--- src/qevc_pkg.sv ---
`timescale 1ns / 1ps
// Shared types, reset values and the quadrature transition table for the
// encoder volume control core. No dependencies.
package qevc_pkg;

  // Configuration register indexes (byte address is 4 times the index).
  localparam logic [1:0] REG_STEPS_PER_DETENT = 2'd0;
  localparam logic [1:0] REG_REVERSE_DIR      = 2'd1;
  localparam logic [1:0] REG_SETTLE_MS        = 2'd2;
  localparam logic [1:0] REG_VOLUME_MAX       = 2'd3;

  localparam int APB_ADDR_W = 4;
  localparam int APB_DATA_W = 32;
  localparam int IN_DATA_W  = 40;
  localparam int OUT_DATA_W = 16;

  localparam logic [3:0] STEPS_RESET   = 4'd4;
  localparam logic       REVERSE_RESET = 1'b1;
  localparam logic [7:0] DEBOUNCE_RESET = 8'd30;
  localparam logic [6:0] VOLMAX_RESET  = 7'd100;
  localparam logic [6:0] VOLUME_RESET  = 7'd50;
  localparam logic [1:0] PHASES_RESET  = 2'b11;

  typedef logic signed [4:0] move_acc_t;
  typedef logic signed [1:0] dir_t;

  typedef struct packed {
    logic [31:0] now_ms;
    logic        switch_level;
    logic        phase_b;
    logic        phase_a;
  } sample_t;

  // Movement contributed by the transition from prev to cur phase pair.
  function automatic dir_t step_of(input logic [1:0] prev, input logic [1:0] cur);
    dir_t d;
    d = 2'sd0;
    case ({prev, cur})
      4'd1, 4'd7, 4'd8, 4'd14: d = -2'sd1;
      4'd2, 4'd4, 4'd11, 4'd13: d = 2'sd1;
      default: d = 2'sd0;
    endcase
    return d;
  endfunction

endpackage

--- src/quadrature_encoder_volume_control_core.sv ---
`timescale 1ns / 1ps
// Quadrature encoder decoder with detent counting, saturating volume and a
// debounced pause toggle. Depends on qevc_pkg.
//
// Usage:
//   Input stream s_*: one request per sample of the two encoder phases, the
//   push switch level and a millisecond timestamp. Output stream m_*: one
//   result per sample with the volume, pause flag, detent direction and a
//   pause-toggle strobe.
//   The APB port holds four registers at byte addresses 0, 4, 8 and 12:
//   steps per detent, reverse direction, debounce time in ms and volume max.
//   Write them only while no sample is in flight.
//   An accepted sample is held in the input register; the update of all state
//   and the result register, which drives m_tvalid, follow when the result
//   register is empty or m_tready is high. Throughput is one sample per cycle
//   while m_tready stays high, set by the combinational state update between.
//   A waiting result does not block input: the input register still takes
//   one sample, and s_tready falls only when both registers are full and
//   m_tready is low.
//   Reset puts both phases and the switch at high (released), the volume at
//   50, pause off, and the registers at 4, 1, 30 and 100.
module quadrature_encoder_volume_control_core (
  input  logic                             clk,
  input  logic                             rst,
  input  logic                             s_tvalid,
  output logic                             s_tready,
  // phase_a[0], phase_b[1], switch_level[2], now_ms[34:3], zero fill [39:35]
  input  logic [qevc_pkg::IN_DATA_W-1:0]   s_tdata,
  output logic                             m_tvalid,
  input  logic                             m_tready,
  // volume[6:0], paused[7], detent_dir[9:8], pause_toggled[10], zero fill [15:11]
  output logic [qevc_pkg::OUT_DATA_W-1:0]  m_tdata,
  input  logic                             psel,
  input  logic                             penable,
  input  logic                             pwrite,
  input  logic [qevc_pkg::APB_ADDR_W-1:0]  paddr,
  input  logic [qevc_pkg::APB_DATA_W-1:0]  pwdata,
  output logic [qevc_pkg::APB_DATA_W-1:0]  prdata,
  output logic                             pready
);
  import qevc_pkg::*;

  // Configuration registers.
  logic [3:0] steps_per_detent;
  logic       dir_invert;
  logic [7:0] settle_ms;
  logic [6:0] volume_max;

  logic       cfg_write;
  logic [1:0] cfg_index;

  assign pready    = 1'b1;
  assign cfg_index = paddr[3:2];
  assign cfg_write = psel && penable && pwrite && pready;

  always_ff @(posedge clk) begin
    if (rst) begin
      steps_per_detent <= STEPS_RESET;
      dir_invert       <= REVERSE_RESET;
      settle_ms        <= DEBOUNCE_RESET;
      volume_max       <= VOLMAX_RESET;
    end else if (cfg_write) begin
      case (cfg_index)
        REG_STEPS_PER_DETENT: steps_per_detent <= pwdata[3:0];
        REG_REVERSE_DIR:      dir_invert       <= pwdata[0];
        REG_SETTLE_MS:        settle_ms        <= pwdata[7:0];
        REG_VOLUME_MAX:       volume_max       <= pwdata[6:0];
        default: ;
      endcase
    end
  end

  always_comb begin
    prdata = '0;
    case (cfg_index)
      REG_STEPS_PER_DETENT: prdata[3:0] = steps_per_detent;
      REG_REVERSE_DIR:      prdata[0]   = dir_invert;
      REG_SETTLE_MS:        prdata[7:0] = settle_ms;
      REG_VOLUME_MAX:       prdata[6:0] = volume_max;
      default:              prdata      = '0;
    endcase
  end

  // Input register and result register handshake.
  logic    in_valid;
  sample_t in_sample;
  logic    advance;
  logic    out_valid;
  logic [OUT_DATA_W-1:0] out_data;

  assign advance  = in_valid && (!out_valid || m_tready);
  assign s_tready = !in_valid || advance;
  assign m_tvalid = out_valid;
  assign m_tdata  = out_data;

  always_ff @(posedge clk) begin
    if (rst) begin
      in_valid <= 1'b0;
    end else if (s_tready) begin
      in_valid <= s_tvalid;
    end
  end

  always_ff @(posedge clk) begin
    if (s_tvalid && s_tready) begin
      in_sample <= sample_t'(s_tdata[34:0]);
    end
  end

  // Decoder state.
  logic [1:0]  prev_phases;
  move_acc_t   movement_acc;
  logic [6:0]  volume_level;
  logic        pause_flag;
  logic        last_switch_raw;
  logic        stable_switch;
  logic [31:0] switch_changed_time;

  logic [1:0]  prev_phases_next;
  move_acc_t   movement_acc_next;
  logic [6:0]  volume_level_next;
  logic        pause_flag_next;
  logic        last_switch_raw_next;
  logic        stable_switch_next;
  logic [31:0] switch_changed_time_next;
  dir_t        dir_next;
  logic        toggled_next;

  logic [1:0]  cur_phases;
  move_acc_t   acc_sum;
  move_acc_t   thr;
  logic signed [8:0] vol_sum;
  logic [31:0] elapsed;

  always_comb begin
    cur_phases       = {in_sample.phase_a, in_sample.phase_b};
    thr              = (steps_per_detent == 4'd0) ? 5'sd1 : $signed({1'b0, steps_per_detent});
    prev_phases_next = prev_phases;
    movement_acc_next = movement_acc;
    volume_level_next = volume_level;
    dir_next         = 2'sd0;
    acc_sum          = movement_acc;
    vol_sum          = $signed({2'b0, volume_level});

    if (cur_phases != prev_phases) begin
      prev_phases_next = cur_phases;
      // A jump over both phases is a missed sample, so the partial count is dropped.
      if ((cur_phases ^ prev_phases) == 2'b11) begin
        acc_sum = 5'sd0;
      end else begin
        acc_sum = movement_acc + 5'(step_of(prev_phases, cur_phases));
      end
      movement_acc_next = acc_sum;
      if (acc_sum >= thr || acc_sum <= -thr) begin
        movement_acc_next = 5'sd0;
        dir_next = ((acc_sum > 5'sd0) != dir_invert) ? 2'sd1 : -2'sd1;
        vol_sum  = $signed({2'b0, volume_level}) + 9'(dir_next);
        if (vol_sum < 9'sd0) begin
          volume_level_next = 7'd0;
        end else if (vol_sum > $signed({2'b0, volume_max})) begin
          volume_level_next = volume_max;
        end else begin
          volume_level_next = vol_sum[6:0];
        end
      end
    end

    last_switch_raw_next     = in_sample.switch_level;
    switch_changed_time_next = switch_changed_time;
    if (in_sample.switch_level != last_switch_raw) begin
      switch_changed_time_next = in_sample.now_ms;
    end
    elapsed            = in_sample.now_ms - switch_changed_time_next;
    stable_switch_next = stable_switch;
    pause_flag_next    = pause_flag;
    toggled_next       = 1'b0;
    if (elapsed >= {24'd0, settle_ms} && in_sample.switch_level != stable_switch) begin
      stable_switch_next = in_sample.switch_level;
      if (!in_sample.switch_level) begin
        pause_flag_next = !pause_flag;
        toggled_next    = 1'b1;
      end
    end
  end

  always_ff @(posedge clk) begin
    if (rst) begin
      prev_phases         <= PHASES_RESET;
      movement_acc        <= 5'sd0;
      volume_level        <= VOLUME_RESET;
      pause_flag          <= 1'b0;
      last_switch_raw     <= 1'b1;
      stable_switch       <= 1'b1;
      switch_changed_time <= '0;
      out_valid           <= 1'b0;
    end else begin
      if (advance) begin
        prev_phases         <= prev_phases_next;
        movement_acc        <= movement_acc_next;
        volume_level        <= volume_level_next;
        pause_flag          <= pause_flag_next;
        last_switch_raw     <= last_switch_raw_next;
        stable_switch       <= stable_switch_next;
        switch_changed_time <= switch_changed_time_next;
        out_valid           <= 1'b1;
      end else if (m_tready) begin
        out_valid <= 1'b0;
      end
    end
  end

  always_ff @(posedge clk) begin
    if (advance) begin
      out_data <= {5'd0, toggled_next, dir_next, pause_flag_next, volume_level_next};
    end
  end

  // The result register never carries the unused direction code.
  a_dir_code: assert property (@(posedge clk) disable iff (rst)
    m_tvalid |-> (m_tdata[9:8] != 2'b10))
    else $error("detent direction holds an invalid code");

  // A reported toggle must have flipped the stored pause flag.
  a_toggle_flips: assert property (@(posedge clk) disable iff (rst)
    (advance && toggled_next) |=> (pause_flag != $past(pause_flag)))
    else $error("pause toggle without a flag change");

  // A counted detent leaves the volume within the limit.
  a_detent_limit: assert property (@(posedge clk) disable iff (rst)
    (advance && dir_next != 2'sd0) |=> (volume_level <= volume_max))
    else $error("volume above limit after a detent");

  // With the result register empty the block always takes input.
  a_ready_when_empty: assert property (@(posedge clk) disable iff (rst)
    !out_valid |-> s_tready)
    else $error("input stalled with an empty result register");

endmodule
--- config.mk ---
export PLATFORM = sky130hd
export DESIGN_NAME = quadrature_encoder_volume_control_core
export DESIGN_NICKNAME = d
export VERILOG_FILES = /design/src/qevc_pkg.sv /design/src/quadrature_encoder_volume_control_core.sv
export SDC_FILE = /design/constraint.sdc
export NUM_CORES = 1
export LEC_CHECK = 0
export BUFFER_PORTS_ARGS = -buffer_cell sky130_fd_sc_hd__buf_2
export CORE_ASPECT_RATIO = 1.75
export CORE_MARGIN = 4
export CORE_UTILIZATION = 46
export CTS_BUF_LIST = sky130_fd_sc_hd__clkbuf_16
export DETAILED_ROUTE_END_ITERATION = 12
export PLACE_DENSITY_LB_ADDON = 0.1
export SETUP_SLACK_MARGIN = 0.3
export SLEW_MARGIN = 10
export SYNTH_ARGS = -nofsm -noshare
export SYNTH_HDL_FRONTEND = slang
export SYNTH_SLANG_ARGS = --single-unit
--- constraint.sdc ---
create_clock -name clk -period 9.55 [get_ports clk]
set_input_delay 0 -clock clk [delete_from_list [all_inputs] [get_ports clk]]
set_output_delay 0 -clock clk [all_outputs]
set_load 0.05 [all_outputs]
==> flow_metrics.py, run 1 <==
metrics = {
    "outcome": {
        "status": "complete, no violations",
    },
    "yosys": {
        "synth_edf_count": 46,
        "synthDistinctLibCells": 71,
        "synth_top_area_frac": 0.1787,
        "synth_common_cells": "128 x nand2_1, 95 x a21oi_1, 71 x dfxtp_1, 64 x ha_1, 58 x nor2_1",
        "ys_seq_area_frac": 0.3524,
        "syn_inst": 924,
        "synth_flop_cell": "dfxtp_1",
        "yosys-top-cells-area": "dfxtp_1 18%, edfxtp_1 17%, ha_1 10%",
        "synth_top_cell_by_area": "dfxtp_1",
        "synth_area_um2": 7953,
        "async_flop_share": 0,
        "syn_area_per_cell_um2": 8.607,
        "synth_most_common_cell": "nand2_1",
        "yosys_warnings": 0,
        "yosys_register_bits": 117,
    },
    "critical_path": {
        "reg2reg_to": "volume_level[2]",
        "crit_family": "compound AO/OA/AOI/OAI gates",
        "cp-start-kind": "flop",
        "cpPeakStageDelay_ns": 0.63,
        "path_common_cell": "ha_1",
        "path_cells": "inv_1 > ha_1 > mux4_2 > ha_1 > a21o_1 > a21oi_1 > xnor2_1 > o41ai_1 > o21ai_0 > nand2_1 > xnor2_1 > ha_1 > o31ai_1 > xnor2_1 > ha_1 > o21a_1 > o21a_1 > o21a_1 > o21ai_0 > a21oi_1 > a211o_1 > or2_0 > o21ba_1 > o32ai_2",
        "critPathArrivalTime_ns": 7.10,
        "crit_end": "volume_level[2]",
        "cp_num_buf_inv": 1,
        "path_class": "flop to flop",
        "critPathLaunch": "cur_phases[0]",
        "critPathCaptureType": "flop",
        "cpMaxStageDelayCell": "o41ai_1",
        "r2r_cells": 24,
        "path_max_fanout": 16,
        "r2r-start": "cur_phases[0]",
        "path_depth": 24,
        "crit_required_ns": 9.88,
        "regToRegSetupSlack_ns": 2.78,
    },
    "global_routing": {
        "use_met3": 0.03166,
        "antenna_found_initial": 0,
        "met2_usage": 0.4241,
        "grt_usage": 0.2119,
        "grt_pass1_vias": 6739,
        "grt_pass1_wl_um": 33040,
        "grt_use_met1": 0.2066,
        "overflow": 0,
        "grt.busiest_layer": "met2",
        "grt_max_degree": 60,
    },
    "timing": {
        "skew_ns": 0.01193,
        "min_period_ns": 6.769,
        "worst_slew_pin_slew_ns": 0.7162,
        "fmax_ghz": 0.1477,
        "maxSlewViolCount": 0,
        "rsz0062_at_grt": "false",
        "hold_viol_final": 0,
        "setup_violations": 0,
        "setup_tns_ns": 0,
        "slew_headroom": 0.5181,
        "min_period_over_period": 0.7087,
    },
    "route": {
        "drt-initial-drc-count": 278,
        "vias_per_cell": 5.481,
        "wl_um": 20210,
        "wl_per_cell_um": 15.98,
        "antenna_left": 0,
        "drt-pass1-iter-count": 5,
        "drc": 0,
        "vias": 6933,
    },
    "clocking": {
        "post_cts_resized": 0,
        "clk_pin_slew_ns": 0.06,
        "postCtsSetupBuffers": 0,
        "clock-sinks": 117,
        "cts_tree": "yes",
        "cts_max_level": 4,
        "cts_buffers": 17,
        "cts_max_path_buffers": 2,
        "clock_latency_ns": 0.41,
        "root_buffer": "clkbuf_16",
    },
    "power_and_ir_drop": {
        "p_leak_nw": 3.946,
        "powerDensity_nw_per_um2": 178.9,
        "ir_drop_mv": 0.09151,
    },
    "floorplan": {
        "coreArea_um2": 16950,
        "initial_utilization": 0.4693,
        "dieArea_um2": 19540,
        "std_cell_rows": 63,
        "die_w_um": 107.4,
        "pin_count": 134,
        "die_h_um": 181.9,
    },
    "placed_design": {
        "io_buffers": 72,
        "dp_hpwl_um": 15070,
        "place_area_um2": 8379,
        "gp_congestion": 0.9253,
    },
    "finish": {
        "drive_above_1_share": 0.1224,
        "regArea_um2": 2803,
        "n_fill_cell": 1604,
        "fin_nets": 1174,
        "multi_input_area_um2": 4711,
        "final_cell_area_um2": 9413,
        "n_antenna_cell": 0,
        "synthToLayoutAreaGrowth_pct": 18.36,
    },
    "run": {
        "max-cap-violations": 0,
    },
    "hold_path": {
        "hp-start": "paddr[3]",
        "hold_path.class": "primary input to flop",
    },
}
[worst reg2reg max path: cells and delay by family (launching register included)]
| family | cells | cell delay, ns |
|---|---|---|
| AO/OA/AOI/OAI | 13 | 3.44 |
| buffers and inverters | 1 | 0.10 |
| adder cells (fa/ha/maj) | 4 | 1.07 |
| XOR/XNOR | 3 | 0.43 |
| flip-flops | 1 | 0.42 |
| AND/OR/NAND/NOR | 2 | 0.68 |
| multiplexers | 1 | 0.56 |
[cells in the final DEF, fill, tap and decap left out, drive strengths merged, types with 5 or more instances in the layout]
| cell | count |
|---|---|
| o211ai | 17 |
| nand2b | 13 |
| clkbuf | 18 |
| dlygate4sd3 | 46 |
| xnor2 | 20 |
| nand2 | 128 |
| ha | 64 |
| nor2 | 58 |
| o21a | 6 |
| dfxtp | 71 |
| a22oi | 8 |
| a22o | 5 |
| inv | 50 |
| nor3 | 12 |
| conb | 30 |
| mux2i | 54 |
| a21o | 8 |
| a21oi | 95 |
| a211oi | 8 |
| nor2b | 12 |
| nand4 | 11 |
| buf | 79 |
| o22ai | 8 |
| xor2 | 12 |
| and2 | 7 |
| a31oi | 5 |
| nor4 | 7 |
| clkinv | 6 |
| edfxtp | 46 |
| o21ai | 52 |
| and3 | 5 |
| nand3 | 20 |
[sequential cells by signal (all words and copies together), names as in the netlist]
register	cells
m_tvalid	1
movement_acc	5
dir_invert	1
stable_switch	1
in_valid	1
cur_phases	2
volume_level	7
settle_ms	8
in_sample	32
last_switch_raw	1
last_switch_raw_next	1
steps_per_detent	4
m_tdata	11
switch_changed_time	32
pause_flag	1
volume_max	7
prev_phases	2
[layout make-up]
cell class | count | share of cell area
Clock buffer | 18 | 0.04785
Sequential cell | 117 | 0.2978
Timing Repair Buffer | 125 | 0.09278
Clock inverter | 14 | 0.01303
Multi-Input combinational cell | 719 | 0.5005
Tap cell | 227 | 0.03017
Inverter | 45 | 0.01794
[timing repair]
action / 4_1_cts / 5_1_grt
hold endpoints to repair: 57 / 0
setup endpoints to repair: 0 / 0
hold buffers: 46 / 0
[worst min-delay path by stage]
stage / slack (ns) / depth (start not counted) / endpoint
global route: 0.03 / 2 / dir_invert
CTS: 0.02 / 2 / dir_invert
floorplan: 0.1 / 0 / cur_phases[0]
global placement: 0.18 / 1 / in_sample[22]
detailed placement: 0.18 / 1 / in_sample[16]
finish: 0.04 / 2 / dir_invert
[layer usage]
metal | vias up | wire, um
met5 | - | 0
met4 | 0 | 656
met3 | 45 | 609
met2 | 152 | 11830
met1 | 3275 | 7112
li1 | 3461 | -
[through the flow]
step	hold slack, ns	cells	setup slack (ns)	total power [mW]	util
after detailed placement	0.1781	1187	2.791	1.063	0.4944
after floorplan	0.09887	952	3.929	0.9529	-
after global routing	0.03139	1265	2.356	1.782	0.5554
after CTS	0.01840	1265	2.782	1.702	0.5554
final	0.03936	1265	2.781	1.684	0.5554
after global placement	0.1761	1187	2.823	1.060	0.4944
[kinds of logic (layout without fill, tap and decap cells)]
family,Yosys count,in the layout,share of synthesized area
mux,57,57,0.07505
simple gates,291,291,0.1701
xor+xnor,32,32,0.03619
other cells,2,30,0.0009443
compound gates,243,243,0.1888
fa+ha+maj,66,66,0.1057
buf+inv,116,202,0.07080
flops,117,117,0.3524
[power breakdown]
part / switching, mW / internal, mW / total, mW
registers: 0.0197 / 0.549 / 0.569
clock network: 0.240 / 0.375 / 0.615
logic: 0.314 / 0.186 / 0.500
total: 0.574 / 1.11 / 1.68
Power figures use the tool's default switching activity.
==> inputs of run 2 (changes only) <==
--- a/config.mk
+++ b/config.mk
@@ -5,6 +5,7 @@
 export SDC_FILE = /design/constraint.sdc
 export NUM_CORES = 1
 export LEC_CHECK = 0
+export ABC_AREA = 1
 export BUFFER_PORTS_ARGS = -buffer_cell sky130_fd_sc_hd__buf_2
 export CORE_ASPECT_RATIO = 1.75
 export CORE_MARGIN = 4
==> constraint.sdc (replaced) <==
create_clock -name clk -period 6.25 [get_ports clk]
set_input_delay 0 -clock clk [delete_from_list [all_inputs] [get_ports clk]]
set_output_delay 0 -clock clk [all_outputs]
set_load 0.05 [all_outputs]
==> flow_metrics.py, run 2 <==
metrics = {
    "route": {
        "antenna_left": 0,
        "drc": 0,
        "vias": 7038,
        "drt-pass1-iter-count": 5,
        "drt-initial-drc-count": 240,
        "vias_per_cell": 5.034,
        "wl_um": 19820,
        "wl_per_cell_um": 14.18,
    },
    "global_routing": {
        "grt_pass1_vias": 7137,
        "grt_usage": 0.2119,
        "antenna_found_initial": 0,
        "overflow": 0,
        "grt_pass1_wl_um": 33220,
        "grt_max_degree": 66,
    },
    "timing": {
        "skew_ns": 0.01055,
        "rsz0062_at_grt": "false",
        "maxSlewViolCount": 0,
        "hold_ws_ns": 0.04897,
        "hold_viol_final": 0,
        "min_period_over_period": 0.8535,
        "fin_ws_ns": 0.9155,
        "worst_slew_pin_slew_ns": 0.6233,
        "min_period_ns": 5.335,
        "slew_headroom": 0.5829,
        "setup_violations": 0,
        "fmax_ghz": 0.1875,
        "setup_tns_ns": 0,
    },
    "yosys": {
        "syn_area_per_cell_um2": 7.795,
        "async_flop_share": 0,
        "ys_seq_area_frac": 0.3474,
        "synth_flop_cell": "dfxtp_1",
        "synth_edf_count": 46,
        "syn_inst": 1035,
        "synth_top_area_frac": 0.1762,
        "synthDistinctLibCells": 51,
        "yosys-top-cells-area": "dfxtp_1 18%, edfxtp_1 17%, ha_1 9.9%",
        "yosys_register_bits": 117,
        "synth_common_cells": "208 x nand2_1, 147 x inv_1, 75 x a21oi_1, 71 x dfxtp_1, 66 x nor2_1",
        "yosys_warnings": 0,
        "synth_top_cell_by_area": "dfxtp_1",
        "synth_area_um2": 8068,
        "synth_most_common_cell": "nand2_1",
    },
    "clocking": {
        "cts_max_path_buffers": 2,
        "clock_latency_ns": 0.41,
        "cts_tree": "yes",
        "clk_pin_slew_ns": 0.05,
        "cts_buffers": 17,
        "clock-sinks": 117,
        "post_cts_resized": 0,
        "root_buffer": "clkbuf_16",
        "cts_max_level": 4,
    },
    "floorplan": {
        "std_cell_rows": 63,
        "dieArea_um2": 19810,
        "initial_utilization": 0.4717,
        "die_w_um": 108.1,
        "die_h_um": 183.2,
        "coreArea_um2": 17110,
        "pin_count": 134,
    },
    "placed_design": {
        "gp_congestion": 0.8632,
        "dp_hpwl_um": 15260,
        "place_area_um2": 8554,
        "io_buffers": 72,
        "pre_cts_slack_ns": 0.8679,
    },
    "critical_path": {
        "r2r_cells": 39,
        "cp-start-kind": "flop",
        "critPathCaptureType": "flop",
        "path_max_fanout": 7,
        "path_class": "flop to flop",
        "regToRegSetupSlack_ns": 0.92,
        "critPathArrivalTime_ns": 5.49,
        "crit_required_ns": 6.40,
        "cpPeakStageDelay_ns": 0.46,
        "cpMaxStageDelayCell": "edfxtp_1",
    },
    "hold_path": {
        "holdPathStages": 2,
        "hold_path.class": "primary input to flop",
    },
    "power_and_ir_drop": {
        "p_leak_nw": 4.566,
        "powerDensity_nw_per_um2": 293.1,
        "swShare": 0.3732,
        "pwr-share-clk": 0.310,
        "p_int_mw": 1.755,
        "comb_power_share": 0.372,
        "p_seq_frac": 0.317,
        "switchingPower_mw": 1.045,
        "ir_drop_mv": 0.1718,
    },
    "finish": {
        "synthToLayoutAreaGrowth_pct": 18.46,
        "n_antenna_cell": 0,
        "final_cell_mix": "207 x nand2_1, 149 x inv_1, 75 x a21oi_1",
        "drive_above_1_share": 0.1255,
        "fin_nets": 1307,
        "final_cell_area_um2": 9557,
        "final_common_cell": "nand2_1",
    },
    "outcome": {
        "status": "complete, no violations",
    },
    "run": {
        "max-cap-violations": 0,
    },
}
[run 2: worst paths after layout]
path / startpoint / endpoint
max reg2reg: cur_phases[1] / m_tdata[6]
min: rst / m_tvalid
max: cur_phases[1] / m_tdata[6]
min reg2reg: movement_acc[0] / movement_acc[0]
[run 2: cell families after synthesis]
group,count (synthesis),share of synthesized area
mux,30,0.03722
other cells,2,0.0009309
fa+ha+maj,66,0.1042
compound gates,194,0.1487
flops,117,0.3474
xor+xnor,34,0.03877
buf+inv,201,0.1083
simple gates,391,0.2145
[run 2: stage by stage]
step,total power [mW],utilization,cells
4_1_cts,2.839,0.5583,1397
5_1_grt,3.008,0.5587,1398
2_1_floorplan,1.725,-,1063
3_5_place_dp,1.930,0.5001,1318
3_3_place_gp,1.923,0.5001,1318
6_report,2.801,0.5587,1398
[run 2: timing repair]
action,CTS,global route
hold buffers,47,0
buffers inserted,0,1
endpoints found under the setup margin,0,2
endpoints found under the hold margin,57,0
[run 2: final cells by class]
cell class	instances	area, um^2
fillers	1683	7548
clock inverters	15	98.84
inverters	152	570.5
well taps	227	284.0
flip-flops and latches	117	2803
clock buffers	17	425.4
multi-input cells	745	4499
repair buffers	125	875.8
[run 2: power by group through the flow]
stage / logic (mW) / registers, mW / clock network [mW]
2_1_floorplan: 0.793 / 0.932 / 0
3_3_place_gp: 1.02 / 0.903 / 0
3_5_place_dp: 1.03 / 0.904 / 0
4_1_cts: 1.05 / 0.889 / 0.898
5_1_grt: 1.19 / 0.894 / 0.927
6_report: 1.04 / 0.888 / 0.869
[run 2: per-layer routing]
metal  up-vias  routed length [um]  GRT usage
met5         -                   0          0
li1       3666                   -          -
met2       111               11440     0.4287
met4         0                 653    0.09454
met1      3225                7145     0.2017
met3        36                 580    0.03276
[run 2: critical path: cells and delay by family, from the launching register on]
family | cells | cell delay [ns]
adders and majority gates | 5 | 1.21
and+or+nand+nor | 20 | 1.80
xor gates and xnor gates | 3 | 0.50
DFF | 1 | 0.46
buffers and inverters | 8 | 0.56
AOI/OAI and AO/OA | 3 | 0.53
